<file path="config.mk">
export PLATFORM = sky130hd
export DESIGN_NAME = slg_table
export DESIGN_NICKNAME = d
export VERILOG_FILES = /design/src/rtl/assert_macros.svh /design/src/rtl/slg_pkg.sv /design/src/rtl/slg_table.sv
export SDC_FILE = /design/constraint.sdc
export NUM_CORES = 2
export LEC_CHECK = 0
export BUFFER_PORTS_ARGS = -buffer_cell sky130_fd_sc_hd__buf_2
export CORE_MARGIN = 2
export CORE_UTILIZATION = 30
export CTS_BUF_LIST = sky130_fd_sc_hd__clkbuf_4
export DETAILED_ROUTE_END_ITERATION = 6
export RECOVER_POWER = 100
export SLEW_MARGIN = 15
export SYNTH_ARGS = -nofsm -noshare
export SYNTH_HDL_FRONTEND = slang
export SYNTH_SLANG_ARGS = --single-unit
</file>
<file path="constraint.sdc">
create_clock -name clk -period 3.1 [get_ports clk]
set_input_delay 0.155 -clock clk [delete_from_list [all_inputs] [get_ports clk]]
set_output_delay 0.155 -clock clk [all_outputs]
set_load 0.03 [all_outputs]
</file>
<file path="src/rtl/assert_macros.svh">
// Assertion helpers shared by the RTL.
// SLG_ASSERT: clocked check, disabled while reset is high.
// SLG_ASSERT_NR: clocked check that also runs during reset.
`ifndef ASSERT_MACROS_SVH
`define ASSERT_MACROS_SVH
`ifndef SYNTH
`define SLG_ASSERT(lbl, clk, rst, prop) \
  lbl: assert property (@(posedge clk) disable iff (rst) prop) \
    else $error("%m: assertion failed");
`define SLG_ASSERT_NR(lbl, clk, prop) \
  lbl: assert property (@(posedge clk) prop) \
    else $error("%m: assertion failed");
`else
`define SLG_ASSERT(lbl, clk, rst, prop)
`define SLG_ASSERT_NR(lbl, clk, prop)
`endif
`endif

</file>
<file path="src/rtl/slg_pkg.sv">
package slg_pkg;

  localparam int LAG_LONG          = 55;
  localparam int LAG_SHORT         = 24;
  localparam int LAG_DIFF          = LAG_LONG - LAG_SHORT;
  localparam int SEED_STRIDE       = 21;
  localparam int SEED_MOD          = LAG_LONG - 1;
  localparam int IDX_W             = $clog2(LAG_LONG);
  localparam int IDX_LAST          = LAG_LONG - 1;
  localparam int Q32_W             = 32;
  localparam int FRACTION_BITS_DEF = 32;

  localparam logic [Q32_W-1:0] SEED_RESET = 32'h8000_0000;

  // 1e-9 as a fraction, rounded
  localparam logic [63:0] STEP_DIV  = 64'd1000000000;
  localparam logic [63:0] STEP_HALF = 64'd500000000;

  typedef enum logic [1:0] {
    OP_RESEED   = 2'd0,
    OP_FRACTION = 2'd1,
    OP_INT      = 2'd2,
    OP_REAL     = 2'd3
  } op_t;

  typedef enum logic [3:0] {
    ST_IDLE,
    ST_DECODE,
    ST_SEED_TOP,
    ST_SEED,
    ST_RF_RD,
    ST_RF_WR,
    ST_FETCH_RD,
    ST_FETCH_WAIT,
    ST_RANGE,
    ST_DONE
  } state_t;

  typedef struct packed {
    logic             clr;
    logic             we;
    logic [IDX_W-1:0] waddr;
    logic [IDX_W-1:0] raddr_a;
    logic [IDX_W-1:0] raddr_b;
  } tbl_ctrl_t;

  // packed so that fraction lands in the low bits of the output word
  typedef struct packed {
    logic [Q32_W-1:0] real_result;
    logic [Q32_W-1:0] int_result;
    logic [Q32_W-1:0] fraction;
  } res_t;

endpackage

</file>
<file path="src/rtl/slg_table.sv">
module slg_table
  import slg_pkg::*;
#(
  parameter int FRACTION_BITS = FRACTION_BITS_DEF
) (
  input  logic                     clk,
  input  logic                     rst,
  input  tbl_ctrl_t                ctl,
  input  logic [FRACTION_BITS-1:0] wdata,
  output logic [FRACTION_BITS-1:0] rdata_a,
  output logic [FRACTION_BITS-1:0] rdata_b
);

  logic [FRACTION_BITS-1:0] mem [LAG_LONG];
  logic [LAG_LONG-1:0]      vld;
  logic [LAG_LONG-1:0]      vld_next;
  logic [FRACTION_BITS-1:0] ra;
  logic [FRACTION_BITS-1:0] rb;
  logic                     va;
  logic                     vb;

  // entries never written since reset or reseed read as zero
  always_comb begin
    vld_next = ctl.clr ? '0 : vld;
    if (ctl.we) begin
      vld_next[ctl.waddr] = 1'b1;
    end
  end

  always_ff @(posedge clk) begin
    if (rst) begin
      vld <= '0;
    end else begin
      vld <= vld_next;
    end
  end

  always_ff @(posedge clk) begin
    if (ctl.we) begin
      mem[ctl.waddr] <= wdata;
    end
    ra <= mem[ctl.raddr_a];
    rb <= mem[ctl.raddr_b];
    va <= vld[ctl.raddr_a];
    vb <= vld[ctl.raddr_b];
  end

  assign rdata_a = va ? ra : '0;
  assign rdata_b = vb ? rb : '0;

endmodule

</file>
* Word level (Yosys, flattened, before mapping)
Memory sizes are Yosys's and may differ from the RTL's. A register that Yosys moved wholly into a read port is not among the register bits. Cells that the tools add are included.
Word-level totals: memories kept 1, input port bits 54, output and inout port bits 64, flip-flop bits (word level) 57, word-level logic and storage cells 22, bits in writable memories 1760
Memories:
- mem | words 55, width 32, rd ports 2, clocked after Yosys merged registers in 2, wr ports 1, line slg_table.sv:14 | logic [FRACTION_BITS-1:0] mem [LAG_LONG];
Cells by class: order comparisons 4, multiplexer cells 12, reduce and logical (&&, ||, !) cells 1, bitwise logic cells 1
Operator list (count):
- 55-bit two-way mux | 2
- 32-bit two-way mux | 2
- 55-bit bitwise OR | 1
- 6-bit by 7-bit less-than comparator with 1-bit output (second input constant) | 3
- 1-bit binary-select mux with 6-bit select | 2
- 1-bit demux with 6-bit select | 1
- 6-bit by 1-bit greater-or-equal comparator with 1-bit output (second input constant) | 1
- 1-bit two-way mux | 5
- 1-bit logical AND | 1

* Depth between registers and ports, before layout
word-level depth 6, depth in mapped cells 10, gate-level depth less buffers 5

* Worst setup path before layout
Ideal clock, no wire load.
kind input to register, start in ctl[15] (netlist bit), end mem mem[24][0] (netlist bit), enable pin, data required time 2.637 ns, stages on the path 3, data arrival time 2.869 ns, buffers on the path 1, path slack -0.232 ns, library setup time 0.463 ns, cells stage by stage clkbuf_1 > nand4b_1 > nor3_1
RTL lines:
- start: declaration | line slg_table.sv:8 | input tbl_ctrl_t ctl,
- end: declaration | line slg_table.sv:14
No word-level cell before the write port.

==> flow_summary.json <==
{
  "most_frequent_cells_in_the_layout": "1760 x edfxtp_1, 858 x mux4_2, 724 x clkbuf_4",
  "detail_route.iter0.violations": 7020,
  "worst_skew_pair.late_latency_ps": 1440,
  "power-per-cell-area_nw_per_um2": 548.6,
  "route.antenna.remaining_nets": 0,
  "worst_ir_drop_on_vdd_uv": 419.8,
  "worstSetupStartpointType": "primary input",
  "seqPwrFrac_pct": 51.7,
  "seq_area_sq_um": 55280,
  "fillers": 26776,
  "die_width_microns": 537.4,
  "ff2ff_setup_slack_ps": 330,
  "power.total_mw": 54.74,
  "initial_util_pct": 30.20,
  "tightestPinTransition_ps": 2554,
  "r2r-start": "mem[31][23]",
  "route.detailed.wl_per_inst_microns": 33.22,
  "slew_headroom_pct": -70.27,
  "ys_async_sr_fraction_pct": 0,
  "cp-endpoint": "ra[5]",
  "power.share.clock_pct": 39.1,
  "cts_max_level": 5,
  "outcome": "complete, but fails checks",
  "post-route-util_pct": 35.32,
  "detailroute.via_count": 53650,
  "die_area_sq_um": 288700,
  "power.switching_mw": 13.63,
  "clock.fmax_mhz": 313.3,
  "crit_path_start": "ctl[7]",
  "post-route-min-period_ps": 3192,
  "yosys_most_used_dff": "edfxtp_1",
  "switching_share_pct": 24.90,
  "ys.warnings.count": 0,
  "cts_buffers": 486,
  "layout_commonest_cell": "edfxtp_1",
  "clock-sinks": 1881,
  "drv_slew": 2725,
  "synth.net_count": 4516,
  "fraction_of_final_layout_cells_with_drive_strength_greater_than_1_pct": 36.13,
  "area_of_the_multi_input_gates_sq_um": 28510,
  "firstDrtPassIters": 7,
  "clkTransAtPathRegs_ps": 60,
  "worst_ep_required_time_ps": 4380,
  "place.port_buffers": 117,
  "synth_enable_flop_cells": 1760,
  "final_min_period_over_clock_period_pct": 103.0,
  "cap_viol_max_count": 80,
  "vias_in_the_first_global_route": 54320,
  "violations": "max-capacitance violations, max-slew violations, negative setup slack",
  "grt_first_pass_wirelength_microns": 425700,
  "endpoint_kind": "flip-flop",
  "floorplan.die.height_microns": 537.4,
  "cts_root_buffer": "clkbuf_4",
  "finalWeightedCongestion": 0.8552,
  "ys_seq_elements": 1881,
  "min-delay-path-class": "in2reg",
  "route.detailed.drc": 0,
  "synth_sequential_area_ratio_pct": 64.77,
  "setup_viol": 5,
  "internal_power_mw": 41.11,
  "final_hold_viol_count": 0,
  "io-pin-count": 118,
  "placement_rows": 195,
  "path_class": "in2reg",
  "grt_usage_pct": 21.22,
  "r2r_cells": 6,
  "synth_area_sq_um": 85340,
  "wirelength_microns": 310900,
  "pwr-share-comb_pct": 9.2,
  "grt_remaining_overflow": 0,
  "routed_via_density": 5.733,
  "clock_skew_ps": 113.3,
  "worst_slack_ps": -91.97,
  "timing.critical_path.fanout_max": 47,
  "finalNetCount": 5261,
  "floorplan.core_area_sq_um": 282500,
  "cts_tree": "built",
  "signal_arrival_time_at_the_worst_endpoint_ps": 4470,
  "leakage_nw": 32.21,
  "grt_antenna_before_repair": 34,
  "clk_path_buf_depth": 4,
  "post_synth_inst_count": 4462,
  "syn_avg_cell_area_sq_um": 19.13,
  "synth.distinct_cells": 54,
  "hpwl_microns": 187900,
  "regToRegEndpoint": "ra[23]",
  "area_growth_pct": 16.93,
  "preCtsSetupSlack_ps": 164.1,
  "grt_max_degree": 56
}
==> sequential cells by signal (all words and copies together), names as in the netlist <==
| register | flops |
|---|---|
| vld | 55 |
| rb | 32 |
| ra | 32 |
| mem | 1760 |
| va | 1 |
| vb | 1 |
==> cell families (layout without fill, tap and decap cells) <==
group                  count (synthesis)  after routing  share of synthesized area, %
buffers and inverters                357           1477                         2.152
other                                  0             33                             0
AOI/OAI and AO/OA                    599            599                         4.819
muxes                               1081           1081                         25.28
and+or+nand+nor                      544            544                         2.982
DFF                                 1881           1881                         64.77
==> how the worst min path moves through the flow <==
stage / startpoint / to / slack, ps / cells past startpoint
4_1_cts: ctl[14] / mem[31][28] / 3 / 5
2_1_floorplan: wdata[0] / mem[0][0] / 250 / 0
5_1_grt: ctl[10] / ra[9] / 9 / 4
6_report: ctl[10] / ra[9] / 110 / 4
3_3_place_gp: vld[14] / vld[14] / 480 / 2
3_5_place_dp: vld[44] / vld[44] / 500 / 2
==> per-stage QoR <==
| step | hold WS [ps] | std cells | setup TNS (ps) | instance area [sq um] |
|---|---|---|---|---|
| final | 107.8 | 9358 | -134.0 | 99780 |
| after global routing | 8.534 | 9343 | -4.246 | 99740 |
| after CTS | 2.780 | 9325 | 0 | 101100 |
| after detailed placement | 497.4 | 8336 | 0 | 93580 |
| after global placement | 484.8 | 8336 | -26.29 | 93580 |
| after floorplan | 253.9 | 4462 | 0 | 85350 |
==> per-layer routing <==
| layer | track usage (%) | wire length [microns] |
|---|---|---|
| met4 | 11.35 | 17920 |
| met3 | 4.775 | 32020 |
| met2 | 33.89 | 147500 |
| met1 | 26.93 | 113300 |
| met5 | 0 | 37 |
==> critical path: stages <==
cell           delay (ps)
dlygate4sd3_1         570
buf_8                 390
clkbuf_2             1090
buf_4                 330
mux4_2                200
o22ai_1                90
nor3_1               1050
a22o_1                400
==> cells in the mapped netlist (all sizes together) (7+ instances only) <==
cell type / count / share of area (%)
a211o: 14 / 0.14
a211oi: 42 / 0.37
a21o: 18 / 0.16
a21oi: 111 / 0.65
a221o: 10 / 0.12
a221oi: 7 / 0.072
a22o: 19 / 0.20
a22oi: 84 / 0.74
a31o: 18 / 0.18
a32o: 32 / 0.38
and2: 77 / 0.56
and3: 7 / 0.051
buf: 222 / 1.6
clkbuf: 132 / 0.58
dfxtp: 121 / 2.8
edfxtp: 1760 / 62
mux2: 12 / 0.16
mux2i: 211 / 2.5
mux4: 858 / 23
nand2: 215 / 0.95
nand2b: 8 / 0.059
nand3: 29 / 0.17
nor2: 117 / 0.51
nor2b: 45 / 0.33
nor3: 10 / 0.059
nor4: 17 / 0.12
o211ai: 15 / 0.13
o21ai: 79 / 0.46
o221ai: 24 / 0.25
o22ai: 108 / 0.79
==> what timing repair did <==
| item | CTS | global route |
|---|---|---|
| buffers inserted | 2 | 0 |
| resized for setup | 2 | 0 |
| endpoints found under the setup margin | 48 | 0 |
| hold buffers | 124 | 0 |
| endpoints found under the hold margin | 3528 | 0 |
==> area by class of cell <==
class	instances	area share, %
Clock buffer	721	5.425
Multi-Input combinational cell	2224	28.57
Timing Repair Buffer	611	5.091
Tap cell	3743	4.693
Sequential cell	1881	55.40
Antenna cell	33	0.08276
Inverter	3	0.01379
Clock inverter	142	0.7210
==> power by group through the flow <==
stage          combinational [mW]  clock (mW)  sequential (mW)
2_1_floorplan                2.77           0             28.6
3_3_place_gp                 4.88           0             28.8
3_5_place_dp                 4.91           0             28.8
4_1_cts                      5.14        21.7             28.2
5_1_grt                      5.25        23.1             28.3
6_report                     5.06        21.4             28.3
Note: power is estimated with default switching activity, not from simulation.
