**src/rtl/assert_macros.svh**
```systemverilog
// Assertion helpers shared by the RTL.
// SLG_ASSERT: clocked check, disabled while reset is high.
// SLG_ASSERT_NR: clocked check that also runs during reset.
`ifndef ASSERT_MACROS_SVH
`define ASSERT_MACROS_SVH
`ifndef SYNTH
`define SLG_ASSERT(lbl, clk, rst, prop) \
  lbl: assert property (@(posedge clk) disable iff (rst) prop) \
    else $error("%m: assertion failed");
`define SLG_ASSERT_NR(lbl, clk, prop) \
  lbl: assert property (@(posedge clk) prop) \
    else $error("%m: assertion failed");
`else
`define SLG_ASSERT(lbl, clk, rst, prop)
`define SLG_ASSERT_NR(lbl, clk, prop)
`endif
`endif

```
**src/rtl/slg_pkg.sv**
```systemverilog
package slg_pkg;

  localparam int LAG_LONG          = 55;
  localparam int LAG_SHORT         = 24;
  localparam int LAG_DIFF          = LAG_LONG - LAG_SHORT;
  localparam int SEED_STRIDE       = 21;
  localparam int SEED_MOD          = LAG_LONG - 1;
  localparam int IDX_W             = $clog2(LAG_LONG);
  localparam int IDX_LAST          = LAG_LONG - 1;
  localparam int Q32_W             = 32;
  localparam int FRACTION_BITS_DEF = 32;

  localparam logic [Q32_W-1:0] SEED_RESET = 32'h8000_0000;

  // 1e-9 as a fraction, rounded
  localparam logic [63:0] STEP_DIV  = 64'd1000000000;
  localparam logic [63:0] STEP_HALF = 64'd500000000;

  typedef enum logic [1:0] {
    OP_RESEED   = 2'd0,
    OP_FRACTION = 2'd1,
    OP_INT      = 2'd2,
    OP_REAL     = 2'd3
  } op_t;

  typedef enum logic [3:0] {
    ST_IDLE,
    ST_DECODE,
    ST_SEED_TOP,
    ST_SEED,
    ST_RF_RD,
    ST_RF_WR,
    ST_FETCH_RD,
    ST_FETCH_WAIT,
    ST_RANGE,
    ST_DONE
  } state_t;

  typedef struct packed {
    logic             clr;
    logic             we;
    logic [IDX_W-1:0] waddr;
    logic [IDX_W-1:0] raddr_a;
    logic [IDX_W-1:0] raddr_b;
  } tbl_ctrl_t;

  // packed so that fraction lands in the low bits of the output word
  typedef struct packed {
    logic [Q32_W-1:0] real_result;
    logic [Q32_W-1:0] int_result;
    logic [Q32_W-1:0] fraction;
  } res_t;

endpackage

```
**src/rtl/slg_range.sv**
```systemverilog
module slg_range
  import slg_pkg::*;
(
  input  logic                    clk,
  input  logic                    rst,
  input  logic                    start,
  input  logic                    is_int,
  input  logic [Q32_W-1:0]        frac,
  input  logic signed [Q32_W-1:0] low,
  input  logic signed [Q32_W-1:0] high,
  output logic                    done,
  output logic signed [Q32_W-1:0] value
);

  logic [3:0] vpipe;

  // stage 1: span magnitude
  logic signed [Q32_W:0]   diff;
  logic [Q32_W:0]          diff_neg;
  logic [Q32_W-1:0]        s1_mag;
  logic [Q32_W-1:0]        s1_frac;
  logic                    s1_neg;
  logic                    s1_int;
  logic signed [Q32_W-1:0] s1_low;
  logic signed [Q32_W-1:0] s1_high;

  // stage 2: product
  logic [2*Q32_W-1:0]      s2_prod;
  logic [Q32_W-1:0]        s2_frac;
  logic                    s2_neg;
  logic                    s2_int;
  logic signed [Q32_W-1:0] s2_low;
  logic signed [Q32_W-1:0] s2_high;

  // stage 3: offset from low
  logic [2*Q32_W-1:0]      int_sum;
  logic [Q32_W:0]          off;
  logic [Q32_W:0]          s3_off;
  logic                    s3_neg;
  logic                    s3_int;
  logic signed [Q32_W-1:0] s3_low;
  logic signed [Q32_W-1:0] s3_high;

  // stage 4: final add and clamp
  logic signed [Q32_W+1:0] ext_off;
  logic signed [Q32_W+1:0] sum;

  assign diff     = (Q32_W+1)'(high) - (Q32_W+1)'(low);
  assign diff_neg = -diff;

  // integer span is diff + 1, so f * span = f * diff + f
  assign int_sum = s2_prod + (2*Q32_W)'(s2_frac);

  always_comb begin
    if (s2_int) begin
      off = {1'b0, int_sum[2*Q32_W-1:Q32_W]};
    end else begin
      // negative span rounds the magnitude up so the result floors
      off = (Q32_W+1)'(s2_prod[2*Q32_W-1:Q32_W])
          + (Q32_W+1)'(s2_neg && (s2_prod[Q32_W-1:0] != '0));
    end
  end

  assign ext_off = $signed({1'b0, s3_off});
  assign sum     = s3_neg ? ((Q32_W+2)'(s3_low) - ext_off)
                          : ((Q32_W+2)'(s3_low) + ext_off);

  always_ff @(posedge clk) begin
    if (rst) begin
      vpipe <= '0;
    end else begin
      vpipe <= {vpipe[2:0], start};
    end
  end

  always_ff @(posedge clk) begin
    if (start) begin
      s1_neg  <= diff[Q32_W];
      s1_mag  <= diff[Q32_W] ? diff_neg[Q32_W-1:0] : diff[Q32_W-1:0];
      s1_frac <= frac;
      s1_int  <= is_int;
      s1_low  <= low;
      s1_high <= high;
    end
    if (vpipe[0]) begin
      s2_prod <= s1_mag * s1_frac;
      s2_frac <= s1_frac;
      s2_neg  <= s1_neg;
      s2_int  <= s1_int;
      s2_low  <= s1_low;
      s2_high <= s1_high;
    end
    if (vpipe[1]) begin
      s3_off  <= off;
      s3_neg  <= s2_neg;
      s3_int  <= s2_int;
      s3_low  <= s2_low;
      s3_high <= s2_high;
    end
    if (vpipe[2]) begin
      if (s3_int && (sum > (Q32_W+2)'(s3_high))) begin
        value <= s3_high;
      end else begin
        value <= sum[Q32_W-1:0];
      end
    end
  end

  assign done = vpipe[3];

endmodule

```
**config.mk**
```make
export PLATFORM = sky130hd
export DESIGN_NAME = slg_range
export DESIGN_NICKNAME = d
export VERILOG_FILES = /design/src/rtl/assert_macros.svh /design/src/rtl/slg_pkg.sv /design/src/rtl/slg_range.sv
export SDC_FILE = /design/constraint.sdc
export NUM_CORES = 2
export LEC_CHECK = 0
export ABC_CLOCK_PERIOD_IN_PS = 10900
export BUFFER_PORTS_ARGS = -buffer_cell sky130_fd_sc_hd__clkbuf_2
export CAP_MARGIN = 0
export CORE_MARGIN = 10
export CORE_UTILIZATION = 40
export CTS_BUF_LIST = sky130_fd_sc_hd__clkbuf_8
export DETAILED_ROUTE_END_ITERATION = 8
export PLACE_DENSITY = 0.52
export SETUP_SLACK_MARGIN = 0.5
export SLEW_MARGIN = 25
export SYNTH_ARGS = -nofsm -noshare
export SYNTH_HDL_FRONTEND = slang
export SYNTH_SLANG_ARGS = --single-unit
```
**constraint.sdc**
```tcl
create_clock -name clk -period 10.9 [get_ports clk]
set_clock_uncertainty 0.1 [all_clocks]
set_input_delay 2.18 -clock clk [delete_from_list [all_inputs] [get_ports clk]]
set_output_delay 2.18 -clock clk [all_outputs]
set_load 0.005 [all_outputs]
```
# Word-level counts from Yosys, hierarchy flattened
# Index checks and enable logic that the tools add are counted.
# Widths: inputs -> output; s select.
dict set report op_classes {
  addsub 6
  n_mux 4
  n_mul 1
  n_reduce_logical 3
  n_lt_le_gt_ge 1
}
# cell n
set ops {}
lappend ops {{$mux 32} 3}
lappend ops {{$add 64x32->64} 1}
lappend ops {{$mul 32x32->64} 1}
lappend ops {{$add 32x34->34} 1}
lappend ops {{$gt 34x32->1} 1}
lappend ops {{$mux 34} 1}
lappend ops {{$sub 32x34->34} 1}
lappend ops {{$add 32x1->33} 1}
lappend ops {{$sub 32x32->33} 1}
lappend ops {{$neg 32->32} 1}
lappend ops {{$reduce_bool 32->1} 1}
lappend ops {{$logic_and 1x1->1} 2}
dict set report word_totals {
  reg_bits 427
  output_inout_bits 33
  in_bits 100
  wordCells 35
}

# Depth between registers and ports, before layout
dict set report depth {
  word_depth 5
  ltp_mapped 29
  ltp_nobuf 28
}

# Worst setup path before layout
# No wires, ideal clock.
dict set report synth_path {
  kind {reg2reg}
  start {register s1_frac[8]}
  end {register s2_prod[58] (data pin)}
  t_required_ns 10.529
  n_path_buf 2
  path_stages_with_launch 26
  setup_ns 0.271
  slack_ns 3.164
  synth_period_minus_slack_ns 7.736
  t_arrival_ns 7.365
  path_cell_list {edfxtp_1 > clkbuf_1 > and2_1 > fa_1 > fa_1 > inv_1 > fa_1 > fa_1 > fa_1 > inv_1 > fa_1 > fa_1 > inv_1 > fa_1 > inv_1 > ha_1 > clkbuf_1 > nand4_1 > or3_1 > a211oi_1 > o21ai_0 > o21ai_0 > a21oi_1 > o21ai_0 > mux2i_1 > o221ai_1}
}
dict set report synth_between {
  elab_chain_cells 1
}
# element line
set synth_rtl {}
lappend synth_rtl {{from (decl)} slg_range.sv:21} ;# logic [Q32_W-1:0] s1_frac;
lappend synth_rtl {{from (signal assigned)} slg_range.sv:80} ;# s1_frac <= frac;
lappend synth_rtl {{$mul 32x32->64} slg_range.sv:86} ;# s2_prod <= s1_mag * s1_frac;
lappend synth_rtl {{to (signal assigned)} slg_range.sv:86}
lappend synth_rtl {{to (decl)} slg_range.sv:28} ;# logic [2*Q32_W-1:0] s2_prod;
# Every way passes these cells.
# A chain may end at the register's enable or synchronous reset.

# Final worst setup path
dict set report layout_path {
  start {register s1_frac[9]}
  end {register s2_prod[58] (data pin)}
}
# Same word-level chain as after synthesis.

==> impl_results.md <==
- Final setup TNS: 0 ns
- Hold Buf Count CTS: 0
- Final count of pins violating max slew: 0
- Highest Signal Layer: met5
- Routed met3 length: 7750 um
- Worst rel slew slack: 26.3%
- Unrepaired setup endpoints after global routing: false
- Actual slew at the worst max-slew pin: 1.11 ns
- Setup Crit Path Kind: reg2reg
- Clk Tree Root Cell: clkbuf_8
- Final-report setup violation count: 0
- Area of the multi-input gates: 36,500 sq um
- Post-CTS Setup Repair Bufs: 0
- Async SR Flop Fraction: 0%
- R2r worst-path depth: 22
- Core area: 134,000 sq um
- Rows: 134
- YS warnings: 0
- Filler instances: 12,900
- Status: completed
- Count leader, synth: inv_1
- Critical Path End: s2_prod[58]$_DFFE_PP_
- Flop-to-flop setup slack: 1.48 ns
- Nets: 6,707
- Fin crit period: 9.42 ns
- Die Ht: 387 um
- Syn Area/Cell: 10.3 sq um
- # IOs: 133
- H-tree level count: 3
- #FFs+latches synth: 427
- Post-synth top area cell: fa_1
- Reg2reg start: s1_frac[9]$_DFFE_PP_
- Synth top area share: 33.4%
- Via density: 5.13
- Routability Congestion: 0.899
- Critical Path End Type: register
- Total Wirelength: 160,000 um
- Die area: 150,000 sq um
- Req. time, crit path: 11.27 ns
- DPL Wire Length: 127,000 um
- CTS Buf Count: 75
- Synthesized area: 53,800 sq um
- HP Class: reg2reg
- Critical Path Start Type: register
- Critical path fanouts, max: 18
- Met1 Wirelength: 70,200 um
- Drt wl/cell: 22.4 um
- Post-synth cell types: 71
- Pin count of the biggest net entering global routing: 91
- Initial Util: 40.3%
- Post-route clock period utilization: 86.5%
- Routed Antenna Nets: 0
- Gr usage total: 21.5%
- Die width: 387 um
- Sinks on Clock Net: 427
- Fin. Hold Viols: 0
- Layout cells sized above 1: 7.45%
- Mapped Cells: 5,230
- Worst-skew pair later-pin latency: 0.76 ns
- Port Buffer Count: 132
- Clock buffer depth: 3
- Clock slew at reported path FFs: 0.06 ns
- Drt drc: 0
- Worst reg2reg endpoint: s2_prod[58]$_DFFE_PP_
- Min-delay src: s2_low[15]$_DFFE_PP_
- Primary FF master, synth: edfxtp_1
- Area grow syn2layout: 8.25%
- CTS tree: built
- Grt total ovfl: 0
- Vias in the first global route: 39,000
- Mapped Nets: 6,625
- Routed length on met2: 77,000 um
- Iter 0 DRT Violations: 2,444
- Via count: 36,700
- Max-Cap Viols: 0
- Post-synth EDFFs: 423
- Post-synth top cells: inv_1 (983), fa_1 (898), and2_1 (633), nand2_1 (511), edfxtp_1 (423)
- Sequential fraction of the synthesis area: 23.8%
- First-pass GRT wire length: 245,000 um
- CTS resizes: 0
- Reg area: 12,800 sq um
- Top post-synthesis cells by area: fa_1 (33%), edfxtp_1 (24%), ha_1 (9.2%), and2_1 (7.4%), inv_1 (6.9%)
- F_max: 0.106 GHz
- Initial DRT Pass Iterations: 8
- Worst EP arrival: 9.79 ns
- Antenna violations before repair: 12
- Crit path from: s1_frac[9]$_DFFE_PP_
-- routing by layer --
metal | up-vias | GRT usage (%)
met5 | - | 0
li1 | 16600 | -
met4 | 2 | 6.16
met1 | 18900 | 29.1
met3 | 192 | 2.80
met2 | 949 | 35.9
-- sequential cells by signal, summed over array words and instances, names as in the netlist, 4 cells and up --
signal,count
s2_prod,64
s3_off,33
s1_frac,32
s1_high,32
s1_low,32
s1_mag,32
s2_frac,32
s2_high,32
s2_low,32
s3_high,32
s3_low,32
value,32
vpipe,4
-- worst min path at each step --
stage                                  to  slack [ns]  cells past startpoint
global placement    s2_high[30]$_DFFE_PP_        0.30                      0
detailed placement  s2_high[12]$_DFFE_PP_        0.30                      0
finish               s3_low[15]$_DFFE_PP_        0.29                      0
CTS                  s3_low[15]$_DFFE_PP_        0.28                      0
floorplan            s2_high[0]$_DFFE_PP_        0.30                      0
global route         s3_low[15]$_DFFE_PP_        0.30                      0
-- placed cells by master (no fill, tap or decap), types with 17 or more instances in the layout --
cell type / synthesis / layout
a31oi_1: 21 / 21
mux2_2: 32 / 32
a21oi_1: 170 / 169
buf_4: 0 / 98
nor2b_1: 30 / 30
clkbuf_8: 0 / 76
nand2_1: 511 / 511
o21bai_1: 24 / 24
a21o_1: 95 / 95
xnor2_1: 150 / 150
xor2_1: 57 / 57
and2_1: 633 / 633
edfxtp_1: 423 / 423
a211oi_1: 17 / 17
inv_1: 983 / 1004
nor3_1: 39 / 39
nand4_1: 48 / 48
o21ai_0: 90 / 90
nand3_1: 37 / 37
o21a_1: 18 / 18
nand2b_1: 20 / 20
nor4_1: 25 / 25
and3_1: 22 / 22
fa_1: 898 / 898
ha_1: 397 / 397
clkbuf_2: 0 / 131
nor2_1: 120 / 120
-- per-stage QoR --
stage	setup WS, ns	hold WS (ns)	cell area, sq um	util [%]	instances
2_1_floorplan	3.16	0.300	53800	-	5230
3_3_place_gp	1.79	0.300	56600	42.3	6995
3_5_place_dp	1.50	0.305	56700	42.4	7000
4_1_cts	1.42	0.278	58200	43.5	7133
5_1_grt	1.13	0.299	58200	43.6	7137
6_report	1.48	0.291	58200	43.6	7139
-- cells by family after synthesis --
kind of cell | synth area share, %
and+or+nand+nor | 14.8
adders and majority gates | 42.6
buffers and inverters | 8.51
AOI/OAI and AO/OA | 6.21
DFF | 23.8
xor gates and xnor gates | 3.37
muxes | 0.744
-- worst max-delay path, cell delays in order, from the launching register on --
cell	delay, ns
edfxtp_1	0.87
buf_4	0.36
and2_1	0.18
fa_1	0.45
fa_1	0.55
inv_1	0.06
fa_1	0.49
fa_1	0.51
inv_1	0.05
fa_1	0.57
fa_1	0.44
fa_1	0.53
fa_1	0.46
ha_1	0.42
nand4_1	0.18
or3_1	0.38
a211oi_1	0.37
o21ai_0	0.34
o21ai_0	0.80
a21oi_1	0.28
o21ai_0	0.38
mux2i_1	0.24
o221ai_1	0.13
-- final cells by class --
class / count / area share (%)
antenna: 3 / 0.0129
clock inverter: 57 / 0.790
tap: 1768 / 3.80
timing repair buffer: 240 / 2.71
sequential: 427 / 22.0
multi-input combinational: 3585 / 62.6
inverter: 983 / 6.33
clock buffer: 76 / 1.80
Power is not shown: default switching activity piles up to over one toggle a cycle in this logic, so the estimate is an artifact.
