[config.mk]
export PLATFORM = sky130hd
export DESIGN_NAME = slg_ctrl
export DESIGN_NICKNAME = d
export VERILOG_FILES = /design/src/rtl/slg_pkg.sv /design/src/rtl/slg_ctrl.sv
export VERILOG_INCLUDE_DIRS = /design/src /design/src/rtl
export SDC_FILE = /design/constraint.sdc
export NUM_CORES = 1
export LEC_CHECK = 0
export BUFFER_PORTS_ARGS = -buffer_cell sky130_fd_sc_hd__buf_2
export CAP_MARGIN = 20
export CELL_PAD_IN_SITES_DETAIL_PLACEMENT = 0
export CELL_PAD_IN_SITES_GLOBAL_PLACEMENT = 2
export CORE_ASPECT_RATIO = 0.9
export CORE_MARGIN = 2
export CORE_UTILIZATION = 32
export CTS_CLUSTER_SIZE = 20
export DETAILED_ROUTE_END_ITERATION = 16
export PLACE_DENSITY = 0.95
export SETUP_SLACK_MARGIN = 0.1
export SLEW_MARGIN = 20
export SYNTH_ARGS = -nofsm -noshare
export SYNTH_HDL_FRONTEND = slang
export SYNTH_SLANG_ARGS = --single-unit
[constraint.sdc]
create_clock -name clk -period 13.4 [get_ports clk]
set_input_delay 2.68 -clock clk [delete_from_list [all_inputs] [get_ports clk]]
set_output_delay 2.68 -clock clk [all_outputs]
set_load 0.01 [all_outputs]
[src/rtl/assert_macros.svh]
// Assertion helpers shared by the RTL.
// SLG_ASSERT: clocked check, disabled while reset is high.
// SLG_ASSERT_NR: clocked check that also runs during reset.
`ifndef ASSERT_MACROS_SVH
`define ASSERT_MACROS_SVH
`ifndef SYNTH
`define SLG_ASSERT(lbl, clk, rst, prop) \
  lbl: assert property (@(posedge clk) disable iff (rst) prop) \
    else $error("%m: assertion failed");
`define SLG_ASSERT_NR(lbl, clk, prop) \
  lbl: assert property (@(posedge clk) prop) \
    else $error("%m: assertion failed");
`else
`define SLG_ASSERT(lbl, clk, rst, prop)
`define SLG_ASSERT_NR(lbl, clk, prop)
`endif
`endif

[src/rtl/slg_pkg.sv]
package slg_pkg;

  localparam int LAG_LONG          = 55;
  localparam int LAG_SHORT         = 24;
  localparam int LAG_DIFF          = LAG_LONG - LAG_SHORT;
  localparam int SEED_STRIDE       = 21;
  localparam int SEED_MOD          = LAG_LONG - 1;
  localparam int IDX_W             = $clog2(LAG_LONG);
  localparam int IDX_LAST          = LAG_LONG - 1;
  localparam int Q32_W             = 32;
  localparam int FRACTION_BITS_DEF = 32;

  localparam logic [Q32_W-1:0] SEED_RESET = 32'h8000_0000;

  // 1e-9 as a fraction, rounded
  localparam logic [63:0] STEP_DIV  = 64'd1000000000;
  localparam logic [63:0] STEP_HALF = 64'd500000000;

  typedef enum logic [1:0] {
    OP_RESEED   = 2'd0,
    OP_FRACTION = 2'd1,
    OP_INT      = 2'd2,
    OP_REAL     = 2'd3
  } op_t;

  typedef enum logic [3:0] {
    ST_IDLE,
    ST_DECODE,
    ST_SEED_TOP,
    ST_SEED,
    ST_RF_RD,
    ST_RF_WR,
    ST_FETCH_RD,
    ST_FETCH_WAIT,
    ST_RANGE,
    ST_DONE
  } state_t;

  typedef struct packed {
    logic             clr;
    logic             we;
    logic [IDX_W-1:0] waddr;
    logic [IDX_W-1:0] raddr_a;
    logic [IDX_W-1:0] raddr_b;
  } tbl_ctrl_t;

  // packed so that fraction lands in the low bits of the output word
  typedef struct packed {
    logic [Q32_W-1:0] real_result;
    logic [Q32_W-1:0] int_result;
    logic [Q32_W-1:0] fraction;
  } res_t;

endpackage

[src/rtl/slg_ctrl.sv]
`include "assert_macros.svh"

module slg_ctrl
  import slg_pkg::*;
#(
  parameter int FRACTION_BITS = FRACTION_BITS_DEF
) (
  input  logic                     clk,
  input  logic                     rst,
  input  logic                     in_valid,
  output logic                     in_ready,
  input  op_t                      in_op,
  input  logic signed [Q32_W-1:0]  in_low,
  input  logic signed [Q32_W-1:0]  in_high,
  input  logic [Q32_W-1:0]         seed,
  output tbl_ctrl_t                tbl,
  output logic [FRACTION_BITS-1:0] tbl_wdata,
  input  logic [FRACTION_BITS-1:0] rd_a,
  input  logic [FRACTION_BITS-1:0] rd_b,
  output logic                     rng_start,
  output logic                     rng_is_int,
  output logic [Q32_W-1:0]         rng_frac,
  output logic signed [Q32_W-1:0]  rng_low,
  output logic signed [Q32_W-1:0]  rng_high,
  input  logic                     rng_done,
  input  logic signed [Q32_W-1:0]  rng_value,
  output logic                     res_valid,
  output res_t                     res,
  input  logic                     out_free
);

  localparam int          SHIFT     = 64 - FRACTION_BITS;
  localparam logic [63:0] STEP_WIDE = ((64'd1 << FRACTION_BITS) + STEP_HALF) / STEP_DIV;
  localparam logic [FRACTION_BITS-1:0] STEP_INIT = STEP_WIDE[FRACTION_BITS-1:0];

  state_t                   state;
  state_t                   state_next;
  op_t                      op;
  logic                     degen;
  logic signed [Q32_W-1:0]  low;
  logic signed [Q32_W-1:0]  high;
  logic [IDX_W-1:0]         read_index;
  logic [IDX_W-1:0]         j;
  logic [IDX_W-1:0]         pos;
  logic [1:0]               rf_left;
  logic [FRACTION_BITS-1:0] step;
  logic [FRACTION_BITS-1:0] prev;
  logic [Q32_W-1:0]         frac;

  logic [FRACTION_BITS-1:0] sub_a;
  logic [FRACTION_BITS-1:0] sub_b;
  logic [FRACTION_BITS-1:0] sub_y;
  logic [IDX_W:0]           pos_sum;
  logic [IDX_W-1:0]         pos_next;
  logic [FRACTION_BITS-1:0] seed_scaled;
  logic [63:0]              seed_wide;
  logic [63:0]              rd_wide;
  logic [Q32_W-1:0]         rd_q32;
  logic                     j_last;

  // 0.32 <-> table fraction width
  assign seed_wide   = {seed, 32'h0} >> SHIFT;
  assign seed_scaled = seed_wide[FRACTION_BITS-1:0];
  assign rd_wide     = 64'(rd_a) << SHIFT;
  assign rd_q32      = rd_wide[63:32];

  // the one subtractor: refill entries, or the seeding recurrence
  always_comb begin
    if (state == ST_SEED) begin
      sub_a = prev;
      sub_b = step;
    end else begin
      sub_a = rd_a;
      sub_b = rd_b;
    end
  end
  assign sub_y = sub_a - sub_b;

  assign pos_sum  = (IDX_W+1)'(pos) + (IDX_W+1)'(SEED_STRIDE);
  assign pos_next = (pos_sum >= (IDX_W+1)'(SEED_MOD)) ?
                    IDX_W'(pos_sum - (IDX_W+1)'(SEED_MOD)) : pos_sum[IDX_W-1:0];
  assign j_last   = (j == IDX_W'(IDX_LAST));

  always_comb begin
    state_next = state;
    case (state)
      ST_IDLE: begin
        if (in_valid) state_next = ST_DECODE;
      end
      ST_DECODE: begin
        if (op == OP_RESEED) begin
          state_next = ST_SEED_TOP;
        end else if (degen) begin
          state_next = ST_DONE;
        end else if (read_index == IDX_W'(IDX_LAST)) begin
          state_next = ST_RF_RD;
        end else begin
          state_next = ST_FETCH_RD;
        end
      end
      ST_SEED_TOP: state_next = ST_SEED;
      ST_SEED: begin
        if (j == IDX_W'(SEED_MOD)) state_next = ST_RF_RD;
      end
      ST_RF_RD: state_next = ST_RF_WR;
      ST_RF_WR: begin
        if (!j_last) begin
          state_next = ST_RF_RD;
        end else if (rf_left != '0) begin
          state_next = ST_RF_RD;
        end else if (op == OP_RESEED) begin
          state_next = ST_DONE;
        end else begin
          state_next = ST_FETCH_RD;
        end
      end
      ST_FETCH_RD: state_next = ST_FETCH_WAIT;
      ST_FETCH_WAIT: begin
        state_next = (op == OP_FRACTION) ? ST_DONE : ST_RANGE;
      end
      ST_RANGE: begin
        if (rng_done) state_next = ST_DONE;
      end
      ST_DONE: begin
        if (out_free) state_next = ST_IDLE;
      end
      default: state_next = ST_IDLE;
    endcase
  end

  always_comb begin
    tbl       = '0;
    tbl_wdata = sub_y;
    in_ready  = 1'b0;
    rng_start = 1'b0;
    res_valid = 1'b0;
    case (state)
      ST_IDLE: in_ready = 1'b1;
      ST_SEED_TOP: begin
        tbl.clr   = 1'b1;
        tbl.we    = 1'b1;
        tbl.waddr = IDX_W'(IDX_LAST);
        tbl_wdata = seed_scaled;
      end
      ST_SEED: begin
        tbl.we    = 1'b1;
        tbl.waddr = pos;
        tbl_wdata = step;
      end
      ST_RF_RD: begin
        tbl.raddr_a = j;
        tbl.raddr_b = (j < IDX_W'(LAG_SHORT)) ? (j + IDX_W'(LAG_DIFF))
                                             : (j - IDX_W'(LAG_SHORT));
      end
      ST_RF_WR: begin
        tbl.we    = 1'b1;
        tbl.waddr = j;
      end
      ST_FETCH_RD:   tbl.raddr_a = read_index;
      ST_FETCH_WAIT: rng_start = (op != OP_FRACTION);
      ST_DONE:       res_valid = 1'b1;
      default: ;
    endcase
  end

  assign rng_is_int = (op == OP_INT);
  assign rng_frac   = rd_q32;
  assign rng_low    = low;
  assign rng_high   = high;

  always_ff @(posedge clk) begin
    if (rst) begin
      state      <= ST_IDLE;
      read_index <= '0;
      j          <= '0;
      rf_left    <= '0;
    end else begin
      state <= state_next;
      case (state)
        ST_DECODE: begin
          if (op != OP_RESEED && !degen) begin
            if (read_index == IDX_W'(IDX_LAST)) begin
              read_index <= IDX_W'(1);
              j          <= '0;
              rf_left    <= '0;
            end else begin
              read_index <= read_index + 1'b1;
            end
          end
        end
        ST_SEED_TOP: begin
          j          <= IDX_W'(1);
          read_index <= '0;
        end
        ST_SEED: begin
          if (j == IDX_W'(SEED_MOD)) begin
            j       <= '0;
            rf_left <= 2'd2;
          end else begin
            j <= j + 1'b1;
          end
        end
        ST_RF_WR: begin
          if (j_last) begin
            j <= '0;
            if (rf_left != '0) rf_left <= rf_left - 1'b1;
          end else begin
            j <= j + 1'b1;
          end
        end
        default: ;
      endcase
    end
  end

  always_ff @(posedge clk) begin
    case (state)
      ST_IDLE: begin
        if (in_valid) begin
          op    <= in_op;
          low   <= in_low;
          high  <= in_high;
          frac  <= '0;
          degen <= (in_op == OP_INT) && (in_low >= in_high);
        end
      end
      ST_SEED_TOP: begin
        step <= STEP_INIT;
        prev <= seed_scaled;
        pos  <= IDX_W'(SEED_STRIDE);
      end
      ST_SEED: begin
        step <= sub_y;
        prev <= step;
        pos  <= pos_next;
      end
      ST_FETCH_WAIT: frac <= rd_q32;
      default: ;
    endcase
  end

  always_comb begin
    res.fraction    = frac;
    res.int_result  = '0;
    res.real_result = '0;
    if (degen) begin
      res.int_result = low;
    end else if (op == OP_INT) begin
      res.int_result = rng_value;
    end else if (op == OP_REAL) begin
      res.real_result = rng_value;
    end
  end

  `SLG_ASSERT(a_index_bound, clk, rst, read_index <= IDX_W'(IDX_LAST))
  `SLG_ASSERT(a_range_done_wait, clk, rst, rng_done |-> state == ST_RANGE)
  `SLG_ASSERT(a_reseed_index, clk, rst, (state == ST_DONE && op == OP_RESEED) |-> read_index == '0)
  `SLG_ASSERT_NR(a_reset_idle, clk, rst |=> (state == ST_IDLE && read_index == '0))

endmodule
After elaboration in Yosys (flattened, before gate mapping)
Cells that the tools add are included.
W data, S select, Z words.
{"block": "classes", "bitwise": 0, "n_lt_le_gt_ge": 3, "n_div": 0, "n_addsub": 8, "reduce_logical": 19, "shift": 0, "muxes": 47, "n_mul": 0, "eq_ne": 24}
{"operator": "$mux W32", "count": 8}
{"operator": "$pmux W32 S2", "count": 4}
{"operator": "$mux W6", "count": 8}
{"operator": "$pmux W4 S10", "count": 1}
{"operator": "$mux W4", "count": 9}
{"operator": "$pmux W6 S2", "count": 3}
{"operator": "$ge A32 B32 Y1", "count": 1}
{"operator": "$sub A32 B32 Y32", "count": 1}
{"operator": "$pmux W7 S3", "count": 1}
{"operator": "$pmux W6 S3", "count": 1}
{"operator": "$eq A4 B3 Y1 const B", "count": 4}
{"operator": "$ne A2 B2 Y1 const B", "count": 8}
{"operator": "$add A6 B1 Y6 const B", "count": 2}
{"operator": "$eq A6 B6 Y1 const B", "count": 2}
{"operator": "$mux W2", "count": 6}
{"operator": "$reduce_bool A2 Y1", "count": 5}
{"operator": "$eq A4 B2 Y1 const B", "count": 2}
{"operator": "$eq A4 B4 Y1 const B", "count": 2}
{"operator": "$add A6 B5 Y7 const B", "count": 1}
{"operator": "$ge A7 B6 Y1 const B", "count": 1}
{"operator": "$add A6 B5 Y6 const B", "count": 1}
{"operator": "$eq A2 B2 Y1 const B", "count": 3}
{"operator": "$lt A6 B5 Y1 const B", "count": 1}
{"operator": "$pmux W2 S3", "count": 1}
{"operator": "other kinds (17)", "count": 25}
{"block": "totals", "memories": 0, "wordCells": 113, "reg_bits": 187, "latch_bits": 0, "ram_bits": 0, "rom_bits": 0}

Depth between registers and ports, before layout
Gate-level depths: netlist (run 1).
{"block": "logic_depth", "word_depth": 5, "depth_mapped": 18, "mapped_depth_nobuf": 15}

Least setup slack after synthesis (run 1)
Ideal clock, no wire load.
{"block": "synth_path", "path_kind": "input port to output port", "startpoint": "in rd_b[0]", "endpoint": "out tbl_wdata[24]", "setup_slack_ns": 5.805, "t_arrival_ns": 4.915, "path_stages": 11, "path_cell_list": "nand2_1 -> nand2_1 -> ha_1 -> fa_1 -> nand2b_1 -> a211oi_1 -> o21ai_1 -> a2111oi_0 -> nor2_1 -> xor2_1 -> a21oi_1"}
{"block": "synth_between", "elab_chain_len": 3}
{"element": "from (decl)", "line": "slg_ctrl.sv:19", "text": "input logic [FRACTION_BITS-1:0] rd_b,"}
{"element": "$mux W32", "line": "slg_ctrl.sv:69", "text": "if (state == ST_SEED) begin"}
{"element": "$sub A32 B32 Y32", "line": "slg_ctrl.sv:77", "text": "assign sub_y = sub_a - sub_b;"}
{"element": "$pmux W32 S2", "line": "slg_ctrl.sv:137", "text": "case (state)"}
{"element": "to (decl)", "line": "slg_ctrl.sv:17", "text": "output logic [FRACTION_BITS-1:0] tbl_wdata,"}
No other way between the ends.

Worst setup path in the final report (run 1)
{"block": "layout_path", "startpoint": "reg state[3]", "endpoint": "out tbl_wdata[24]"}
{"block": "layout_between", "elab_chain_len": 4}
{"element": "from (decl)", "line": "slg_ctrl.sv:36", "text": "state_t state;"}
{"element": "from (signal assigned)", "line": "slg_ctrl.sv:178", "text": "state <= state_next;"}
{"element": "$eq A4 B2 Y1", "line": "slg_ctrl.sv:69, slg_ctrl.sv:137"}
{"element": "$mux W32", "line": "slg_ctrl.sv:69"}
{"element": "$sub A32 B32 Y32", "line": "slg_ctrl.sv:77"}
{"element": "$pmux W32 S2 (*)", "line": "slg_ctrl.sv:137"}
Mark *: on every way between the ends. The rest lies on a longest branch, timed or not.

==> results of run 1 <==
## cell usage in the layout, fill, tap and decap left out, drive strengths merged, types with 6 or more instances in the layout
cell type | netlist | final
and2 | 75 | 75
nand2 | 315 | 315
a2111oi | 7 | 7
o21ai | 82 | 82
a31oi | 8 | 8
buf | 47 | 457
nor2b | 27 | 27
nand4 | 18 | 18
xnor2 | 25 | 25
dfxtp | 18 | 18
ha | 75 | 75
nor4 | 6 | 6
a21o | 20 | 20
nand3 | 13 | 13
mux2i | 20 | 20
edfxtp | 169 | 169
o21a | 11 | 11
nand2b | 8 | 8
a21boi | 31 | 31
nor2 | 98 | 98
a211oi | 34 | 34
nor3 | 21 | 21
clkbuf | 66 | 17
a21oi | 85 | 85
inv | 56 | 59
clkinv | 0 | 10
xor2 | 16 | 16
or3 | 6 | 6
## Yosys cell counts, types with 26 or more instances
cell and count:
nand2_1 314, edfxtp_1 169, nor2_1 97, a21oi_1 85, and2_1 75, ha_1 75
o21ai_0 68, clkbuf_1 65, inv_1 55, buf_4 35, a211oi_1 34, a21boi_0 29
nor2b_1 26
## registers in the layout (all words and copies together) (netlist names)
signal	count
step	32
frac	32
rf_left	2
rng_low	32
read_index	6
state	4
degen	1
pos	6
op	2
j	6
prev	32
rng_high	32
## worst max-delay path, cell delays in order, from the launching register on
cell,delay (ps)
dfxtp_1,750
nor2_1,130
nand2_2,110
clkinv_2,650
nand2_4,900
a21boi_0,210
ha_1,450
nand3_1,150
a211oi_1,620
o21ai_1,170
a2111oi_0,650
nor2_1,130
xor2_1,190
a21oi_1,360
buf_2,210
## cell families (layout without fill, tap and decap cells)
logic type | count (synthesis) | after routing
other | 0 | 4
xor gates and xnor gates | 41 | 41
muxes | 24 | 24
adders and majority gates | 76 | 76
buffers and inverters | 169 | 545
AOI/OAI and AO/OA | 321 | 321
and+or+nand+nor | 606 | 606
DFF | 187 | 187
## cell type report
| cell class | count | area (µm²) |
|---|---|---|
| sequential | 187 | 5440 |
| multi-input combinational | 1068 | 6400 |
| antenna | 4 | 10.0 |
| fill | 4068 | 23600 |
| clock inverter | 15 | 123 |
| inverter | 56 | 211 |
| timing repair buffer | 457 | 2310 |
| tap | 532 | 666 |
| clock buffer | 17 | 425 |
## through the flow
step / total power, mW / utilization (%) / cells / instance area, µm²
after detailed placement: 2.28 / 38.3 / 2300 / 15000
after global routing: 2.96 / 39.8 / 2335 / 15600
after floorplan: 1.76 / - / 1424 / 12600
after global placement: 2.27 / 38.3 / 2300 / 15000
after CTS: 2.80 / 39.7 / 2332 / 15600
final: 2.77 / 39.8 / 2336 / 15600
## routing by layer
layer	vias to the layer above	part of all wire [%]	wire length, µm
met2	456	48	21600
met3	75	6.7	3010
li1	5717	-	-
met5	-	0.069	31
met4	4	2.8	1260
met1	5484	42	18700
## power by group through the flow
stage               combinational (mW)  clock (mW)  sequential [mW]
finish                            1.35       0.508            0.913
global route                      1.49       0.536            0.931
CTS                               1.37       0.518            0.913
detailed placement                1.36           0            0.924
global placement                  1.35           0            0.920
floorplan                        0.813           0            0.948
## path summary, 6_finish.rpt
kind / start / endpoint / slack, ps / cells past startpoint
worst min-delay path: rf_left[1] / rf_left[1] / 510 / 2
worst min register to register: rf_left[1] / rf_left[1] / 510 / 2
worst max register to register: state[3] / step[28] / 7750 / 13
worst max-delay path: state[3] / tbl_wdata[24] / 4500 / 14
==> metrics, run 1 <==
outcome=complete, no violations; H-tree levels=4; gr usage total=21.3%; Pins Over Slew Limit=0; largest family of logic cells by synthesized area=simple AND/OR/NAND/NOR gates; synth warn=0; worst-skew pair later-pin latency=480 ps; clock power share=18.3%; Ports=447; Worst slew margin=37.8%; initial antenna violation count=16; DRC Markers=0; worst path required time=10720 ps; Post-Syn Nets=1699; CTS Sinks=187; die area=41100 µm²; crit end category=output port; GR Util met2=36.5%; post-synthesis simple-gate area fraction=21.9%; met3 Track Usage GR=5.04%; CTS tree=yes; Max IR drop VDD=0.114 mV; nets=2062; post-CTS setup buffers=0; number of flops mapped to enable cells by yosys=169; Fin. Hold Viols=0; Detailed Routing Iterations Pass 1=5; Setup TNS=0 ps; Post-DRT Antenna Nets=0; Core Box Area=39200 µm²; synth top area cells=edfxtp_1 (40%), nand2_1 (9.3%), ha_1 (7.4%); Synth Area in Adders=7.59%; Hold WC Path Type=reg -> reg; Leak=7.00 nW; Synth Area in XOR/XNOR=2.84%; Most Used Layer, Global Route=met2; crit share post-route=66.4%; FMAX=0.112 GHz; final worst slack=4500 ps; Final Setup Violations=0; Compound-Gate Fraction of Synth Area=16.2%; global-route wire length before repair=65600 µm; vias per cell=5.02; syn avg cell area=8.87 µm²; grt ovf=0; RSZ-0062 raised after global routing=false; die height=192 µm; Crit Path Class=reg -> out; CTS buffer count=17; met1 Use GR=26.0%; largest net degree at the start of global routing=73; Routed wire per std cell=19.1 µm; Net Sw Frac=43.6%; Reg clk slew, reported paths=70 ps; worst-case clock buffer depth=2; Die X=213 µm; Comb pwr share=48.8%; Distinct cells, synth=74; critical path startpoint category=flip-flop; top-area cell type share of the netlist area=40.2%; share of layout cells above drive strength 1=28.4%; cell-internal power=1.56 mW; PD cells=178 nW/µm²; post-synthesis cell type with the largest combined area=edfxtp_1; post-synthesis mux area share=1.94%; FP Rows=69; Hold Slack=507 ps; Arrival @ worst endpoint=6220 ps; Slew @ Worst Pin=925 ps; Routed WL=44600 µm; sequential area share after synthesis=43.0%; Switching Power=1.21 mW; async set or reset register ratio after synthesis=0%; prevailing post-synth register cell=edfxtp_1; DP HPWL=34200 µm; clock skew=17.1 ps; Place WS=4670 ps; Clock Root Buffer=clkbuf_16; vias=11700; hold_buf cts=0; port bufs=446; post_cts resized=0; Mapped Area=12600 µm²; sequential share of power=32.9%; Mapped Cells=1424; Initial Util=32.2%; post-synthesis register bit count=187; DRT iter0 DRCs=753; Syn-to-layout area delta=23.5%; CP Max Fanout=72; number of global-route vias before repair=11000; Max-Cap Viols=0; GPL Wtd Cong=0.880; clock period minus worst slack=8900 ps
(Power assumes the default switching activity.)
==> run 2, diff against run 1 <==
- CORE_UTILIZATION: 32 -> 29
- PLACE_DENSITY: 0.95 -> 0.89
- clock period: 13.4 -> 8.2 ns (I/O delays scaled with it)
==> metrics, run 2 (synthesized netlist as in run 1, its figures left out) <==
Arrival @ worst endpoint=5960 ps (-260 ps); RSZ-0062 raised after global routing=false; DRC Markers=0 (unchanged); post-CTS setup buffers=0 (unchanged); Post-DRT Antenna Nets=0 (unchanged); Routed WL=46300 µm (+3.8%); Fin. Hold Viols=0 (unchanged); CP Max Fanout=51 (-29%); Crit Path Class=reg -> out; Net Sw Frac=43.5% (-0.10 points); clock period minus worst slack=7600 ps; sequential share of power=33.1% (+0.2 points); H-tree levels=4 (unchanged); Initial Util=29.4% (-2.8 points); post-route cell area=15600 µm² (+0.12%); post_cts resized=0 (unchanged); worst path required time=6560 ps (-4160 ps); GPL Wtd Cong=0.884 (+0.43%); crit end category=output port; Max IR drop VDD=0.161 mV (+41%); Max-Cap Viols=0 (unchanged); worst-skew pair later-pin latency=460 ps (-20 ps); Leak=6.98 nW (-0.22%); global-route wire length before repair=68900 µm (+5.1%); grt ovf=0 (unchanged); fill count=4527 (+11%); Cell Count, Final, Fillers Out=2360 (+1.0%); Comb pwr share=49.0% (+0.2 points); crit share post-route=92.7%; initial antenna violation count=21 (+5); nets=2060 (-0.097%); port bufs=446 (unchanged); Core Box Area=43000 µm² (+9.6%); Syn-to-layout area delta=23.6%; Ports=447 (unchanged); cell-internal power=2.55 mW (+63%); die area=45200 µm² (+10%); Die X=224 µm (+5.0%); Pins Over Slew Limit=0 (unchanged); gr usage total=20.2% (-1.2 points); Final Setup Violations=0 (unchanged); Hold WC Path Type=reg -> reg; FP Rows=72 (+4.3%); largest net degree at the start of global routing=82 (+12%); most common cell after layout, fill and taps aside=buf_2; CTS buffer count=17 (unchanged); vias=11800 (+0.26%); CTS tree=yes; number of global-route vias before repair=11300 (+2.5%); R2R setup slack=2610 ps (-5140 ps); Reg clk slew, reported paths=80 ps (about the same); Slew @ Worst Pin=1040 ps (+116 ps); Setup TNS=0 ps (unchanged); PD cells=289 nW/µm² (+62%); CTS Sinks=187 (unchanged); worst-case clock buffer depth=2 (unchanged); share of layout cells above drive strength 1=28.2% (-0.22 points); Worst slew margin=30.6% (-7.2 points); DRT iter0 DRCs=815 (+8.2%); outcome=complete, no violations; clock skew=14.2 ps (-2.91 ps); Routed wire per std cell=19.6 µm (+2.8%); FMAX=0.132 GHz; hold_buf cts=0 (unchanged); critical path startpoint category=flip-flop; die height=202 µm (+4.9%); vias per cell=4.99 (-0.76%); clock power share=17.9% (-0.4 points); DP HPWL=35800 µm (+4.5%); Post-DP Area=15100 µm² (+0.16%); placed insts=2321 (+0.91%); Switching Power=1.96 mW (+62%); Clock Root Buffer=clkbuf_16; most frequent cells in the layout=buf_2 (446), nand2_1 (312), edfxtp_1 (169); Detailed Routing Iterations Pass 1=5 (unchanged); power consumption=4.51 mW (+63%)
==> run 2: changes by cell type in the layout (fill, tap and decap cells not counted), sizes merged <==
cell and change:
diode +5, clkinv +1, buf -2, inv -3
==> run 2: worst paths after layout <==
path / startpoint / end / cells past startpoint
setup reg to reg: state[1] / step[28] / 14
setup / recovery: state[1] / tbl_wdata[24] / 15
hold reg to reg: rf_left[1] / rf_left[1] / 2
hold / removal: rf_left[1] / rf_left[1] / 2
==> run 2: area by class of cell <==
type	count	area (µm²)	area share [%]
diodes	9	22.5	0.144
clock buffers	17	425	2.73
clock inverters	13	105	0.673
inverters	56	211	1.35
multi-input cells	1068	6400	41.0
flip-flops and latches	187	5440	34.8
well taps	555	694	4.45
repair buffers	455	2310	14.8
==> run 2: metrics by stage <==
stage	util (%)	hold WS (ps)	setup WS [ps]
2_1_floorplan	-	460	2690
3_3_place_gp	35.0	476	1380
3_5_place_dp	35.0	489	1250
4_1_cts	36.3	505	704
5_1_grt	36.3	567	304
6_report	36.3	500	601
==> run 2: power by group through the flow <==
stage / Clock, mW / Combinational [mW] / Sequential (mW)
2_1_floorplan: 0 / 1.33 / 1.55
3_3_place_gp: 0 / 2.22 / 1.51
3_5_place_dp: 0 / 2.22 / 1.51
4_1_cts: 0.830 / 2.23 / 1.50
5_1_grt: 0.859 / 2.43 / 1.52
6_report: 0.808 / 2.21 / 1.49
==> run 2: critical path, stage by stage (launching register included) <==
cell       delay (ps)
dfxtp_1           900
nand2_2           130
clkinv_2          520
nand2_4           460
nand2_1           200
nand2_1            70
ha_1              230
fa_1              410
nand2b_1          200
a211oi_1          590
o21ai_1           160
a2111oi_0         880
nor2_1            160
xor2_1            280
a21oi_1           110
buf_2             180
==> run 2: layer usage <==
metal / track usage [%] / routed length [µm]
met1: 24.9 / 19500
met3: 5.34 / 3280
met2: 34.0 / 22500
met5: 0 / 30
met4: 6.86 / 1070
